--- src/hw/rtl/mupc_pkg.sv ---
// shared types, widths and fixed-point constants of the multi-turn unwrap block
// no dependencies
package mupc_pkg;

	localparam int NUM_SERVOS_DEF = 16;

	// field widths
	localparam int IDX_W      = 4;
	localparam int ANGLE_W    = 24;
	localparam int POS_W      = 48;
	localparam int VEL_W      = 32;
	localparam int SPEED_W    = 31;
	localparam int MASK_W     = 16;
	localparam int MAX_SERVOS = 1 << IDX_W;

	// stream and configuration port widths
	localparam int S_TDATA_W  = 80;
	localparam int M_TDATA_W  = 88;
	localparam int CFG_IDX_W  = 2;
	localparam int CFG_DATA_W = 32;

	localparam int QUEUE_DEPTH = 2;

	// register indexes
	typedef enum logic [CFG_IDX_W-1:0] {
		REG_MODE_MASK = 2'd0,
		REG_MAX_SPEED = 2'd1,
		REG_LIMIT_EN  = 2'd2
	} cfg_reg_t;

	localparam logic [MASK_W-1:0]  MASK_RESET      = '0;
	localparam logic [SPEED_W-1:0] MAX_SPEED_RESET = 31'd16384000;
	localparam logic               LIMIT_RESET     = 1'b1;

	// Q16.16 angle constants
	localparam int FX_PI     = 205887;
	localparam int FX_TWO_PI = 411775;

	// modulo reduction by reciprocal multiply
	localparam int WRAP_W      = 26;
	localparam int RECIP_W     = 14;
	localparam int RECIP_SHIFT = 32;
	localparam int QUOT_W      = 7;
	localparam int REM_W       = 20;
	localparam int DELTA_W     = 20;
	localparam int WRAP_TURNS  = 41;
	localparam logic [WRAP_W-1:0] WRAP_BIAS = WRAP_W'(FX_PI + WRAP_TURNS * FX_TWO_PI);
	localparam longint unsigned RECIP_ONE = 64'd1 << RECIP_SHIFT;
	localparam logic [RECIP_W-1:0] RECIP = RECIP_W'(RECIP_ONE / FX_TWO_PI);
	localparam logic [WRAP_W-1:0] TWO_PI_W = WRAP_W'(FX_TWO_PI);
	localparam logic [REM_W-1:0] TWO_PI_R = REM_W'(FX_TWO_PI);
	localparam logic signed [DELTA_W-1:0] PI_D = DELTA_W'(FX_PI);

	// item kind as carried in the input tuser
	typedef enum logic {
		KIND_SAMPLE = 1'b0,
		KIND_TARGET = 1'b1
	} kind_t;

	// classified item queued between front and back
	typedef struct packed {
		kind_t                    kind;
		logic [IDX_W-1:0]         idx;
		logic signed [POS_W-1:0]  payload;
	} item_t;

	// configuration seen by the datapath
	typedef struct packed {
		logic [MASK_W-1:0]  mask;
		logic [SPEED_W-1:0] max_speed;
		logic               limit_en;
	} cfg_t;

endpackage

--- src/hw/rtl/mupc_front.sv ---
// front end: accepts input transfers, drops items that do nothing, builds queue entries
// depends on mupc_pkg
module mupc_front #(
	parameter int NUM_SERVOS = mupc_pkg::NUM_SERVOS_DEF
) (
	input  logic                            s_tvalid,
	output logic                            s_tready,
	input  logic [mupc_pkg::S_TDATA_W-1:0]  s_tdata,
	input  logic                            s_tuser,
	input  mupc_pkg::cfg_t                  cfg,
	input  logic                            q_full,
	output logic                            q_push,
	output mupc_pkg::item_t                 q_item
);
	import mupc_pkg::*;

	logic [IDX_W-1:0]        idx;
	logic [ANGLE_W-1:0]      angle;
	logic [POS_W-1:0]        target;
	kind_t                   kind;
	logic                    in_range;
	logic                    keep;

	// unpack tdata fields
	assign idx    = s_tdata[IDX_W-1:0];
	assign angle  = s_tdata[IDX_W +: ANGLE_W];
	assign target = s_tdata[IDX_W+ANGLE_W +: POS_W];
	assign kind   = kind_t'(s_tuser);

	// out-of-range servos and targets for non-continuous servos are dropped here
	assign in_range = ({{(32-IDX_W){1'b0}}, idx} < NUM_SERVOS);
	assign keep     = in_range && ((kind == KIND_SAMPLE) || cfg.mask[idx]);

	assign s_tready = !q_full;
	assign q_push   = s_tvalid && s_tready && keep;

	// samples carry the sign-extended angle in the payload
	always_comb begin
		q_item.kind = kind;
		q_item.idx  = idx;
		case (kind)
			KIND_SAMPLE: q_item.payload = {{(POS_W-ANGLE_W){angle[ANGLE_W-1]}}, angle};
			KIND_TARGET: q_item.payload = target;
			default:     q_item.payload = target;
		endcase
	end

endmodule

--- src/hw/rtl/mupc_queue.sv ---
// small register queue between the front and back ends
// depends on mupc_pkg for the entry type
module mupc_queue #(
	parameter int DEPTH = mupc_pkg::QUEUE_DEPTH
) (
	input  logic             clk,
	input  logic             arst_n,
	input  logic             push,
	input  mupc_pkg::item_t  push_data,
	input  logic             pop,
	output mupc_pkg::item_t  pop_data,
	output logic             empty,
	output logic             full
);
	import mupc_pkg::*;

	localparam int PW = (DEPTH > 1) ? $clog2(DEPTH) : 1;
	localparam int CW = $clog2(DEPTH + 1);
	localparam logic [PW-1:0] LAST_PTR = PW'(DEPTH - 1);
	localparam logic [CW-1:0] FULL_CNT = CW'(DEPTH);

	item_t           mem_q [DEPTH];
	logic [PW-1:0]   wr_ptr_q;
	logic [PW-1:0]   rd_ptr_q;
	logic [CW-1:0]   count_q;
	logic            do_push;
	logic            do_pop;

	assign empty    = (count_q == '0);
	assign full     = (count_q == FULL_CNT);
	assign do_push  = push && !full;
	assign do_pop   = pop && !empty;
	assign pop_data = mem_q[rd_ptr_q];

	// pointers and fill count
	always_ff @(posedge clk or negedge arst_n) begin
		if (!arst_n) begin
			wr_ptr_q <= '0;
			rd_ptr_q <= '0;
			count_q  <= '0;
		end else begin
			if (do_push) begin
				wr_ptr_q <= (wr_ptr_q == LAST_PTR) ? '0 : wr_ptr_q + 1'b1;
			end
			if (do_pop) begin
				rd_ptr_q <= (rd_ptr_q == LAST_PTR) ? '0 : rd_ptr_q + 1'b1;
			end
			case ({do_push, do_pop})
				2'b10:   count_q <= count_q + 1'b1;
				2'b01:   count_q <= count_q - 1'b1;
				default: count_q <= count_q;
			endcase
		end
	end

	// entry storage
	always_ff @(posedge clk) begin
		if (do_push) begin
			mem_q[wr_ptr_q] <= push_data;
		end
	end

endmodule

--- src/hw/rtl/mupc_back.sv ---
// back end: unwrap pipeline, per-servo state, velocity command and output register
// depends on mupc_pkg
module mupc_back #(
	parameter int NUM_SERVOS = mupc_pkg::NUM_SERVOS_DEF
) (
	input  logic                            clk,
	input  logic                            arst_n,
	input  mupc_pkg::cfg_t                  cfg,
	input  logic                            q_empty,
	input  mupc_pkg::item_t                 q_data,
	output logic                            q_pop,
	output logic                            m_tvalid,
	input  logic                            m_tready,
	output logic [mupc_pkg::M_TDATA_W-1:0]  m_tdata,
	output logic                            m_tuser
);
	import mupc_pkg::*;

	localparam int DEPTH = (NUM_SERVOS < MAX_SERVOS) ? NUM_SERVOS : MAX_SERVOS;
	localparam int AW    = (DEPTH > 1) ? $clog2(DEPTH) : 1;
	localparam int PROD_W = WRAP_W + RECIP_W;
	localparam int DIFF_W = POS_W + 1;
	localparam int PAD_W  = M_TDATA_W - IDX_W - POS_W - VEL_W;
	localparam logic signed [POS_W-1:0] POS_MAX = {1'b0, {(POS_W-1){1'b1}}};
	localparam logic signed [POS_W-1:0] POS_MIN = {1'b1, {(POS_W-1){1'b0}}};
	localparam logic signed [DIFF_W-1:0] V_MAX =
		{{(DIFF_W-VEL_W+1){1'b0}}, {(VEL_W-1){1'b1}}};
	localparam logic signed [DIFF_W-1:0] V_MIN =
		{{(DIFF_W-VEL_W+1){1'b1}}, {(VEL_W-1){1'b0}}};

	// per-servo state
	logic [ANGLE_W-1:0]       last_angle_q [DEPTH];
	logic signed [POS_W-1:0]  pos_q        [DEPTH];
	logic signed [POS_W-1:0]  target_q     [DEPTH];
	logic [DEPTH-1:0]         seeded_q;

	logic en;

	// stage 1: state read of last angle, biased delta
	logic                     valid_s1;
	kind_t                    kind_s1;
	logic [IDX_W-1:0]         idx_s1;
	logic signed [POS_W-1:0]  payload_s1;
	logic                     seed_s1;
	logic [WRAP_W-1:0]        wrap_s1;

	// stage 2: reciprocal quotient estimate
	logic                     valid_s2;
	kind_t                    kind_s2;
	logic [IDX_W-1:0]         idx_s2;
	logic signed [POS_W-1:0]  payload_s2;
	logic                     seed_s2;
	logic [WRAP_W-1:0]        wrap_s2;
	logic [QUOT_W-1:0]        quot_s2;

	// stage 3: wrapped delta
	logic                     valid_s3;
	kind_t                    kind_s3;
	logic [IDX_W-1:0]         idx_s3;
	logic signed [POS_W-1:0]  payload_s3;
	logic                     seed_s3;
	logic signed [DELTA_W-1:0] delta_s3;

	// stage 4: position and target update
	logic                     valid_s4;
	logic [IDX_W-1:0]         idx_s4;
	logic signed [POS_W-1:0]  pos_s4;
	logic signed [POS_W-1:0]  tgt_s4;

	// stage 5: raw velocity error
	logic                     valid_s5;
	logic [IDX_W-1:0]         idx_s5;
	logic signed [POS_W-1:0]  pos_s5;
	logic signed [DIFF_W-1:0] diff_s5;

	// output register
	logic                     m_tvalid_q;
	logic [IDX_W-1:0]         servo_q;
	logic signed [POS_W-1:0]  position_q;
	logic signed [VEL_W-1:0]  vel_q;
	logic                     cmd_valid_q;

	// whole pipeline advances unless a result waits at the output
	assign en    = !m_tvalid_q || m_tready;
	assign q_pop = en && !q_empty;

	// stage 1 logic
	logic [AW-1:0]        a1;
	logic [ANGLE_W-1:0]   ang1;
	logic [ANGLE_W-1:0]   last1;
	logic [WRAP_W-1:0]    wrap1;
	logic                 is_sample1;

	assign a1         = q_data.idx[AW-1:0];
	assign ang1       = q_data.payload[ANGLE_W-1:0];
	assign last1      = last_angle_q[a1];
	assign is_sample1 = (q_data.kind == KIND_SAMPLE);
	// bias by a whole number of turns keeps the value positive
	assign wrap1 = {{(WRAP_W-ANGLE_W){ang1[ANGLE_W-1]}}, ang1}
		- {{(WRAP_W-ANGLE_W){last1[ANGLE_W-1]}}, last1} + WRAP_BIAS;

	// stage 2 logic
	logic [PROD_W-1:0] prod2;
	assign prod2 = {{RECIP_W{1'b0}}, wrap_s1} * {{WRAP_W{1'b0}}, RECIP};

	// stage 3 logic: estimate is exact or one low
	logic [WRAP_W-1:0] qt3;
	logic [WRAP_W-1:0] rem3;
	logic [REM_W-1:0]  rem_fix3;
	assign qt3      = {{(WRAP_W-QUOT_W){1'b0}}, quot_s2} * TWO_PI_W;
	assign rem3     = wrap_s2 - qt3;
	assign rem_fix3 = (rem3[REM_W-1:0] >= TWO_PI_R) ? rem3[REM_W-1:0] - TWO_PI_R
		: rem3[REM_W-1:0];

	// stage 4 logic: saturating accumulate
	logic [AW-1:0]             a4;
	logic signed [DIFF_W-1:0]  sum4;
	logic signed [POS_W-1:0]   sat4;
	logic signed [POS_W-1:0]   pos_new4;
	logic                      is_sample4;

	assign a4         = idx_s3[AW-1:0];
	assign is_sample4 = (kind_s3 == KIND_SAMPLE);
	assign sum4 = {pos_q[a4][POS_W-1], pos_q[a4]}
		+ {{(DIFF_W-DELTA_W){delta_s3[DELTA_W-1]}}, delta_s3};
	always_comb begin
		if (sum4[DIFF_W-1] != sum4[DIFF_W-2]) begin
			sat4 = sum4[DIFF_W-1] ? POS_MIN : POS_MAX;
		end else begin
			sat4 = sum4[POS_W-1:0];
		end
		pos_new4 = seed_s3 ? payload_s3 : sat4;
	end

	// output logic: limit clamp or field saturation
	logic signed [DIFF_W-1:0] lim_hi;
	logic signed [DIFF_W-1:0] lim_lo;
	logic signed [DIFF_W-1:0] clamp6;
	logic                     cont6;

	assign lim_hi = cfg.limit_en ? {{(DIFF_W-SPEED_W){1'b0}}, cfg.max_speed} : V_MAX;
	assign lim_lo = cfg.limit_en ? -{{(DIFF_W-SPEED_W){1'b0}}, cfg.max_speed} : V_MIN;
	assign cont6  = cfg.mask[idx_s5];
	always_comb begin
		if (diff_s5 > lim_hi) begin
			clamp6 = lim_hi;
		end else if (diff_s5 < lim_lo) begin
			clamp6 = lim_lo;
		end else begin
			clamp6 = diff_s5;
		end
	end

	// control: valid bits and seeded flags
	always_ff @(posedge clk or negedge arst_n) begin
		if (!arst_n) begin
			valid_s1   <= 1'b0;
			valid_s2   <= 1'b0;
			valid_s3   <= 1'b0;
			valid_s4   <= 1'b0;
			valid_s5   <= 1'b0;
			m_tvalid_q <= 1'b0;
			seeded_q   <= '0;
		end else if (en) begin
			valid_s1   <= q_pop;
			valid_s2   <= valid_s1;
			valid_s3   <= valid_s2;
			valid_s4   <= valid_s3 && is_sample4;
			valid_s5   <= valid_s4;
			m_tvalid_q <= valid_s5;
			if (q_pop && is_sample1) begin
				seeded_q[a1] <= 1'b1;
			end
		end
	end

	// per-servo state writes
	always_ff @(posedge clk) begin
		if (en && q_pop && is_sample1) begin
			last_angle_q[a1] <= ang1;
		end
		if (en && valid_s3) begin
			if (is_sample4) begin
				pos_q[a4] <= pos_new4;
				if (seed_s3) begin
					target_q[a4] <= payload_s3;
				end
			end else begin
				target_q[a4] <= payload_s3;
			end
		end
	end

	// pipeline payload
	always_ff @(posedge clk) begin
		if (en) begin
			kind_s1    <= q_data.kind;
			idx_s1     <= q_data.idx;
			payload_s1 <= q_data.payload;
			seed_s1    <= !seeded_q[a1];
			wrap_s1    <= wrap1;

			kind_s2    <= kind_s1;
			idx_s2     <= idx_s1;
			payload_s2 <= payload_s1;
			seed_s2    <= seed_s1;
			wrap_s2    <= wrap_s1;
			quot_s2    <= prod2[RECIP_SHIFT +: QUOT_W];

			kind_s3    <= kind_s2;
			idx_s3     <= idx_s2;
			payload_s3 <= payload_s2;
			seed_s3    <= seed_s2;
			delta_s3   <= $signed(rem_fix3) - PI_D;

			idx_s4     <= idx_s3;
			pos_s4     <= pos_new4;
			tgt_s4     <= seed_s3 ? payload_s3 : target_q[a4];

			idx_s5     <= idx_s4;
			pos_s5     <= pos_s4;
			diff_s5    <= {tgt_s4[POS_W-1], tgt_s4} - {pos_s4[POS_W-1], pos_s4};

			servo_q     <= idx_s5;
			position_q  <= pos_s5;
			vel_q       <= cont6 ? clamp6[VEL_W-1:0] : '0;
			cmd_valid_q <= cont6;
		end
	end

	assign m_tvalid = m_tvalid_q;
	assign m_tdata  = {{PAD_W{1'b0}}, vel_q, position_q, servo_q};
	assign m_tuser  = cmd_valid_q;

endmodule

--- src/hw/rtl/multiturn_unwrap_position_control_top.sv ---
// top level of the multi-turn unwrap and velocity command block
// depends on mupc_pkg, mupc_front, mupc_queue, mupc_back
//
// The block takes one input transfer per clock while the queue has room, and returns
// for each raw angle sample of a servo below NUM_SERVOS one result once it has passed
// the queue, the pipeline stages and the output register; target transfers and items
// for absent servos give no result. The rate of one item per cycle while the output
// is not stalled is set by the update of each servo's last angle (first pipeline
// stage) and of its position and target (fourth stage), held in flip-flops per servo.
// A two-entry queue between the input classifier and the pipeline absorbs two more
// transfers while a result waits on m_tready; once the queue is full s_tready stays
// low until the pipeline moves again and frees an entry. Configuration writes are
// always accepted and take effect on the next cycle; they should be made while the
// block is idle.
module multiturn_unwrap_position_control_top #(
	parameter int NUM_SERVOS = mupc_pkg::NUM_SERVOS_DEF
) (
	input  logic                             clk,
	input  logic                             arst_n,
	// input stream
	input  logic                             s_tvalid,
	output logic                             s_tready,
	// servo_index[3:0], angle[27:4], target[75:28], zero pad
	input  logic [mupc_pkg::S_TDATA_W-1:0]   s_tdata,
	// func
	input  logic                             s_tuser,
	// result stream
	output logic                             m_tvalid,
	input  logic                             m_tready,
	// servo_out[3:0], position[51:4], velocity_cmd[83:52], zero pad
	output logic [mupc_pkg::M_TDATA_W-1:0]   m_tdata,
	// cmd_valid
	output logic                             m_tuser,
	// configuration writes
	input  logic                             cfg_valid,
	output logic                             cfg_ready,
	input  logic [mupc_pkg::CFG_IDX_W-1:0]   cfg_index,
	input  logic [mupc_pkg::CFG_DATA_W-1:0]  cfg_data
);
	import mupc_pkg::*;

	cfg_t  cfg_q;
	item_t push_item;
	item_t pop_item;
	logic  push;
	logic  pop;
	logic  q_empty;
	logic  q_full;

	assign cfg_ready = 1'b1;

	// configuration registers
	always_ff @(posedge clk or negedge arst_n) begin
		if (!arst_n) begin
			cfg_q.mask      <= MASK_RESET;
			cfg_q.max_speed <= MAX_SPEED_RESET;
			cfg_q.limit_en  <= LIMIT_RESET;
		end else if (cfg_valid && cfg_ready) begin
			case (cfg_reg_t'(cfg_index))
				REG_MODE_MASK: cfg_q.mask      <= cfg_data[MASK_W-1:0];
				REG_MAX_SPEED: cfg_q.max_speed <= cfg_data[SPEED_W-1:0];
				REG_LIMIT_EN:  cfg_q.limit_en  <= cfg_data[0];
				default:       cfg_q           <= cfg_q;
			endcase
		end
	end

	mupc_front #(
		.NUM_SERVOS(NUM_SERVOS)
	) u_front (
		.s_tvalid (s_tvalid),
		.s_tready (s_tready),
		.s_tdata  (s_tdata),
		.s_tuser  (s_tuser),
		.cfg      (cfg_q),
		.q_full   (q_full),
		.q_push   (push),
		.q_item   (push_item)
	);

	mupc_queue #(
		.DEPTH(QUEUE_DEPTH)
	) u_queue (
		.clk       (clk),
		.arst_n    (arst_n),
		.push      (push),
		.push_data (push_item),
		.pop       (pop),
		.pop_data  (pop_item),
		.empty     (q_empty),
		.full      (q_full)
	);

	mupc_back #(
		.NUM_SERVOS(NUM_SERVOS)
	) u_back (
		.clk      (clk),
		.arst_n   (arst_n),
		.cfg      (cfg_q),
		.q_empty  (q_empty),
		.q_data   (pop_item),
		.q_pop    (pop),
		.m_tvalid (m_tvalid),
		.m_tready (m_tready),
		.m_tdata  (m_tdata),
		.m_tuser  (m_tuser)
	);

endmodule

--- config.mk ---
export PLATFORM = sky130hd
export DESIGN_NAME = multiturn_unwrap_position_control_top
export DESIGN_NICKNAME = d
export VERILOG_FILES = /design/src/hw/rtl/mupc_pkg.sv /design/src/hw/rtl/mupc_front.sv /design/src/hw/rtl/mupc_queue.sv /design/src/hw/rtl/mupc_back.sv /design/src/hw/rtl/multiturn_unwrap_position_control_top.sv
export SDC_FILE = /design/constraint.sdc
export NUM_CORES = 2
export LEC_CHECK = 0
export ABC_AREA = 1
export BUFFER_PORTS_ARGS = -buffer_cell sky130_fd_sc_hd__buf_2
export CORE_MARGIN = 3
export CORE_UTILIZATION = 60
export CTS_BUF_LIST = sky130_fd_sc_hd__clkbuf_8
export DETAILED_ROUTE_END_ITERATION = 12
export PLACE_DENSITY = 0.83
export SYNTH_ARGS = -nofsm -noshare
export SYNTH_HDL_FRONTEND = slang
export SYNTH_SLANG_ARGS = --single-unit
--- constraint.sdc ---
create_clock -name clk -period 20.8 [get_ports clk]
set_input_delay 1.04 -clock clk [delete_from_list [all_inputs] [get_ports clk]]
set_output_delay 1.04 -clock clk [all_outputs]
set_load 0.01 [all_outputs]
* Yosys cells after proc, flatten, opt, wreduce, memory -nomap -nowiden *
Memory sizes are Yosys's and may differ from the RTL's. A register that Yosys moved wholly into a read port is not among the register bits.
Index checks and enable logic that the tools add are counted.
Widths: inputs -> output; s select.

storage, ports and cells
  input bits = 120
  bits in read-only memories = 0
  bits in writable memories = 2026
  bits in latches = 0
  bits in registers = 595
  memories kept = 4

memory list
  name                 words  bits a word  rd ports  clocked after memory_dff  wr ports  RTL line          RTL
  u_back.pos_q         16     48           1         1                         1         mupc_back.sv:33   logic signed [POS_W-1:0] pos_q [DEPTH];
  u_back.target_q      16     48           1         1                         1         mupc_back.sv:34   logic signed [POS_W-1:0] target_q [DEPTH];
  u_back.last_angle_q  16     24           1         0                         1         mupc_back.sv:32   logic [ANGLE_W-1:0] last_angle_q [DEPTH];
  u_queue.mem_q        2      53           1         0                         1         mupc_queue.sv:22  item_t mem_q [DEPTH];

operators by class
  divide/modulo/power cells = 0
  mux-type cells = 38
  shift operators = 0
  order comparisons = 7
  reductions and logical operators = 24
  $mul = 2
  equal/unequal tests = 6
  bitwise logic cells = 5
  add/sub/neg operators = 12

operators with widths
  operator                number
  $mux 48                 5
  $pmux 48 s2             1
  $mux 32                 2
  $add 48x20->49          1
  $gt 49x32->1            1
  $lt 49x49->1            1
  $mux 49                 1
  $neg 31->49             1
  $sub 48x48->49          1
  $sub 20x19->20 const B  2
  $mul 26x13->38 const B  1
  $mux 31                 1
  $add 26x25->26 const B  1
  $sub 24x24->25          1
  $ge 20x19->1 const B    1
  $mul 7x19->20 const B   1
  $mux 1                  20
  $mux 20                 1
  $sub 20x20->20          1
  $or 16x16->16           1
  $lt 4x5->1 const B      3
  $bmux 1 s4              3
  $logic_and 1x1->1       11
  $mux 4                  2
  16 further kinds        30

* Logic depth before layout (Yosys ltp) *
  depth in word-level cells = 7
  mapped depth = 39

* Hierarchy *
From an unflattened synthesis, not the netlist that was laid out.

second synthesis, totals
  cell total of the unflattened synthesis = 9741
  area, all modules = 118984.1 sq um

modules (own cells, without submodules)
  module                                 cells an instance  area an instance (sq um)  sequential area each (sq um)  times used
  mupc_back                              9035               111548.2                  73930.9                       1
  mupc_queue                             309                4680.7                    3283.1                        1
  multiturn_unwrap_position_control_top  218                2006.9                    1209.9                        1
  mupc_front                             179                748.2                     0.0                           1

* Worst setup path after synthesis *
No wires, ideal clock.

  path kind = input-to-reg
  start = input port m_tready
  end = register u_back.valid_s1
  data required time = 20028 ps
  stages on the path = 4
  slack = 4158 ps
  arrival time = 15870 ps
  library setup time = 772 ps
  cells stage by stage = nor2_1 -> inv_1 -> clkbuf_1 -> o21ai_0

between the ends
  cells in the longest elaborated chain, start to end = 2

RTL lines
  what                    RTL line                                     RTL
  start: declaration      multiturn_unwrap_position_control_top.sv:29  input logic m_tready,
  $logic_or 1x1->1 *      mupc_back.sv:84                              assign en = !m_tvalid_q || m_tready;
  named net u_back.en     mupc_back.sv:37                              logic en;
  $logic_and 1x1->1       mupc_back.sv:85                              assign q_pop = en && !q_empty;
  end signal: assignment  mupc_back.sv:165                             valid_s1 <= q_pop;
  end: declaration        mupc_back.sv:40                              logic valid_s1;

Mark *: on every way through the listed nets, which the timed path passes. The rest lies on a longest branch.
A chain may end at the register's enable or synchronous reset.

==> flow_metrics.py <==
metrics = {
    "outcome": {
        "run_status": "completed",
    },
    "sta": {
        "fin_tns_setup_ns": 0,
        "grt_setup_unrepaired": "false",
        "final_hold_viol_count": 0,
        "period_minus_slack_ns": 9.33,
        "layout_worst_path_cycle_share": 0.448,
        "worst_slew_margin_rel": 0.0203,
        "timing.final.max_slew_violations": 0,
        "fmax_mhz": 107,
        "final_clock_skew_ns": 0.105,
        "finalSetupViolations": 0,
        "tightestPinTransition_ns": 1.46,
    },
    "layout": {
        "non_filler_cell_area_final_um2": 129000,
        "flow.area_growth_from_synthesis_pct": 9.54,
        "drive_above_1_share": 0.0982,
        "final_cell_count_no_fill": 12832,
        "final_nets": 10568,
        "fillers": 13305,
        "final_util": 0.662,
    },
    "floorplan": {
        "die-width_um": 449,
        "core_region_area_um2": 195000,
        "i_o_pins": 212,
        "site_rows": 162,
        "chip_height_um": 449,
        "fp.dieArea_um2": 202000,
        "floorplan.initialDensity": 0.604,
    },
    "synthesis": {
        "synth_simple_gate_area_frac": 0.0992,
        "yosys.area.top_type": "sky130_fd_sc_hd__edfxtp_1",
        "synth_fa_ha_area_frac": 0.0687,
        "synthFlopType": "sky130_fd_sc_hd__edfxtp_1",
        "synth.cell_area_um2": 118000,
        "yosys_register_bits": 2625,
        "yosys_warnings": 0,
        "synth.yosys.seq_area_share": 0.665,
        "synth_compound_gate_area_share": 0.113,
        "post_synth_main_area_contributors": "sky130_fd_sc_hd__edfxtp_1 (65%), sky130_fd_sc_hd__o21ai_0 (4.0%), sky130_fd_sc_hd__ha_1 (4.0%), sky130_fd_sc_hd__nand2_1 (3.9%), sky130_fd_sc_hd__nor2_1 (3.5%)",
        "parity_gate_share_of_the_synthesized_area_counting_xor_and_xnor_cells": 0.0136,
        "syn-instance-count": 9608,
        "number_of_enable_type_register_cells_in_the_synthesized_netlist": 2547,
        "post-synth-top-count-cell": "sky130_fd_sc_hd__edfxtp_1",
        "yosysTopAreaCellShare": 0.649,
        "synth_top_cells_by_count": "sky130_fd_sc_hd__edfxtp_1 (2547), sky130_fd_sc_hd__nand2_1 (1223), sky130_fd_sc_hd__nor2_1 (1109)",
        "share_of_cell_area_taken_by_muxes_after_synthesis": 0.00110,
        "largest_family_of_logic_cells_by_synthesized_area": "compound AO/OA/AOI/OAI gates",
        "yosys_cell_types": 68,
        "async_reset_ff_frac": 0.0282,
        "synth_area_per_cell_um2": 12.3,
    },
    "place": {
        "dp_hpwl_mm": 189,
        "placedCellCount": 12115,
        "place_congestion": 0.955,
        "placed_instance_area_um2": 122000,
        "port_buffers": 201,
    },
    "clocking": {
        "cts_buffers": 407,
        "tritoncts_num_sinks": 2625,
        "worst_setup_hold_path_clk_slew_ns": 0.07,
        "clock_tree.root_cell": "sky130_fd_sc_hd__clkbuf_8",
        "cts_setup_buffers": 0,
        "clock_latency_of_the_later_clocked_register_in_the_worst_skew_pair_ns": 1.08,
        "ctsLongestPathBuffers": 4,
        "h_tree_depth": 5,
        "cts_tree": "yes",
    },
    "worst_setup_path": {
        "critical_path_start_end_classification": "reg -> reg",
        "critical_path.endpoint_type": "register",
        "critical_path_data_arrival_time_ns": 9.87,
        "crit_required_ns": 21.34,
        "reg2reg_setup_slack_ns": 11.47,
        "crit_path_top_delay_cell": "sky130_fd_sc_hd__buf_4",
        "path_max_fanout": 203,
        "worstSetupStartpointType": "register",
        "crit_buf_inv": 7,
        "timing.reg2reg.worst_path_depth": 22,
        "critPathMaxStageDelay_ns": 0.92,
        "path_delay_family": "buffers and inverters",
        "reg2reg_capture_point": "u_back.pos_q[12][31]",
        "worstPathCellList": "inv_8 > buf_4 > buf_4 > buf_4 > o21ai_0 > o221ai_1 > o211ai_1 > nand2_1 > ha_1 > nand2_1 > nor2_1 > inv_1 > nor3_1 > inv_1 > nor4_1 > nand3_1 > nand3_1 > xor2_1 > nor2_1 > nand2_1 > buf_4 > nand3_1",
        "cpMostUsedCell": "sky130_fd_sc_hd__buf_4",
    },
    "drt": {
        "drt_pre_antenna_iters": 8,
        "route.detailed.wl_per_inst_um": 24.6,
        "antenna_left": 0,
        "routed_via_density": 6.30,
        "routed_wirelength_mm": 316,
        "total_number_of_vias": 80784,
        "post-route-drc-count": 0,
        "drt_first_iter_violations": 10864,
    },
    "worst_hold_path": {
        "min-delay-path-class": "in -> reg",
        "whs_path_depth": 1,
        "min_from": "s_tdata[3]",
        "whs_endpoint": "u_queue.mem_q[1][51]",
    },
    "global_route": {
        "grt_first_pass_wirelength_mm": 469,
        "grt-ovfl-total": 0,
        "grt_start_max_net_pins": 222,
        "grtUsageTotal": 0.306,
        "grt_antenna_before_repair": 12,
        "vias_in_the_first_global_route": 78815,
    },
    "flow_run": {
        "total_of_max_cap_violations": 0,
    },
}
worst reg2reg max path, stage by stage, from the launching register on:
cell,delay [ns]
sky130_fd_sc_hd__dfxtp_4,0.58
sky130_fd_sc_hd__inv_8,0.90
sky130_fd_sc_hd__buf_4,0.97
sky130_fd_sc_hd__buf_4,0.93
sky130_fd_sc_hd__buf_4,0.80
sky130_fd_sc_hd__o21ai_0,0.22
sky130_fd_sc_hd__o221ai_1,0.25
sky130_fd_sc_hd__o211ai_1,0.15
sky130_fd_sc_hd__nand2_1,0.18
sky130_fd_sc_hd__ha_1,0.25
sky130_fd_sc_hd__nand2_1,0.12
sky130_fd_sc_hd__nor2_1,0.13
sky130_fd_sc_hd__inv_1,0.06
sky130_fd_sc_hd__nor3_1,0.14
sky130_fd_sc_hd__inv_1,0.11
sky130_fd_sc_hd__nor4_1,0.58
sky130_fd_sc_hd__nand3_1,0.14
sky130_fd_sc_hd__nand3_1,0.15
sky130_fd_sc_hd__xor2_1,0.56
sky130_fd_sc_hd__nor2_1,0.23
sky130_fd_sc_hd__nand2_1,0.25
sky130_fd_sc_hd__buf_4,0.47
sky130_fd_sc_hd__nand3_1,0.68
registers in the layout (all words and copies together) (netlist names), 26 cells and up, named ones only:
| signal | cells |
|---|---|
| u_back.pos_q | 768 |
| u_back.last_angle_q | 384 |
| u_back.diff_s5 | 49 |
| u_back.tgt_s4 | 48 |
| u_back.vel_q | 32 |
| u_queue.mem_q | 106 |
| u_back.wrap_s1 | 26 |
| cfg_q | 48 |
| u_back.payload_s1 | 48 |
| u_back.payload_s2 | 48 |
| u_back.payload_s3 | 48 |
| u_back.position_q | 48 |
| u_back.pos_s4 | 48 |
| u_back.pos_s5 | 48 |
| u_back.target_q | 768 |
final cells by class:
| type | count | area [um^2] | share of cell area |
|---|---|---|---|
| tap | 2624 | 3280 | 0.0254 |
| clock buffer | 410 | 5640 | 0.0437 |
| inverter | 743 | 2820 | 0.0218 |
| multi-input combinational | 5784 | 35200 | 0.273 |
| clock inverter | 297 | 1610 | 0.0125 |
| sequential | 2625 | 78400 | 0.607 |
| antenna | 9 | 22.5 | 0.000174 |
| timing repair buffer | 340 | 2080 | 0.0161 |
how the worst max path moves through the flow:
stage	start	end	slack (ns)	depth (start not counted)
CTS	register	u_back.pos_q[4][18]	11.83	22
global route	register	u_back.pos_q[15][31]	11.06	22
global placement	register	u_back.pos_q[12][31]	12.20	22
floorplan	m_tready	u_back.valid_s1	4.16	4
detailed placement	register	u_back.pos_s4[18]	11.85	22
finish	register	u_back.pos_q[12][31]	11.47	22
layer usage:
metal  GRT usage  vias to the layer above  wire (um)
met5           0                        -         58
met4       0.188                        8      21500
met3      0.0593                     1064      36100
met2       0.476                     5423     145000
met1       0.401                    38774     113000
li1            -                    35515          -
timing repair:
item / CTS / global route
hold buffers: 1 / 0
resized for setup: 0 / 0
hold endpoints to repair: 8 / 0
cells in the final DEF, fill, tap and decap left out, drive strengths merged, types with 167 or more instances in the layout:
cell,Yosys,layout
a21oi,353,353
a22oi,189,189
buf,45,339
clkbuf,414,410
edfxtp,2547,2547
fa,167,167
ha,380,380
inv,738,859
nand2,1251,1251
nand3,277,277
nor2,1123,1123
o21ai,959,959
o221ai,295,295
metrics by stage:
stage / worst slack, ns / hold slack [ns]
2_1_floorplan: 4.16 / 0.400
3_3_place_gp: 12.20 / 0.400
3_5_place_dp: 11.85 / 0.405
4_1_cts: 11.83 / 0.112
5_1_grt: 11.06 / 0.157
6_report: 11.47 / 0.209
cells by family (layout without fill, tap and decap cells):
| kind of cell | after synthesis | after routing |
|---|---|---|
| AND/OR/NAND/NOR | 2850 | 2850 |
| flip-flops | 2625 | 2625 |
| AO/OA/AOI/OAI | 2189 | 2189 |
| buffers and inverters | 1202 | 1790 |
| adder cells (fa/ha/maj) | 547 | 547 |
| XOR/XNOR | 181 | 181 |
| multiplexers | 12 | 12 |
| other | 2 | 14 |
Power is left out: the tool's default activity adds up to more than one toggle a clock period on the data nets, which glitch-free logic cannot reach.
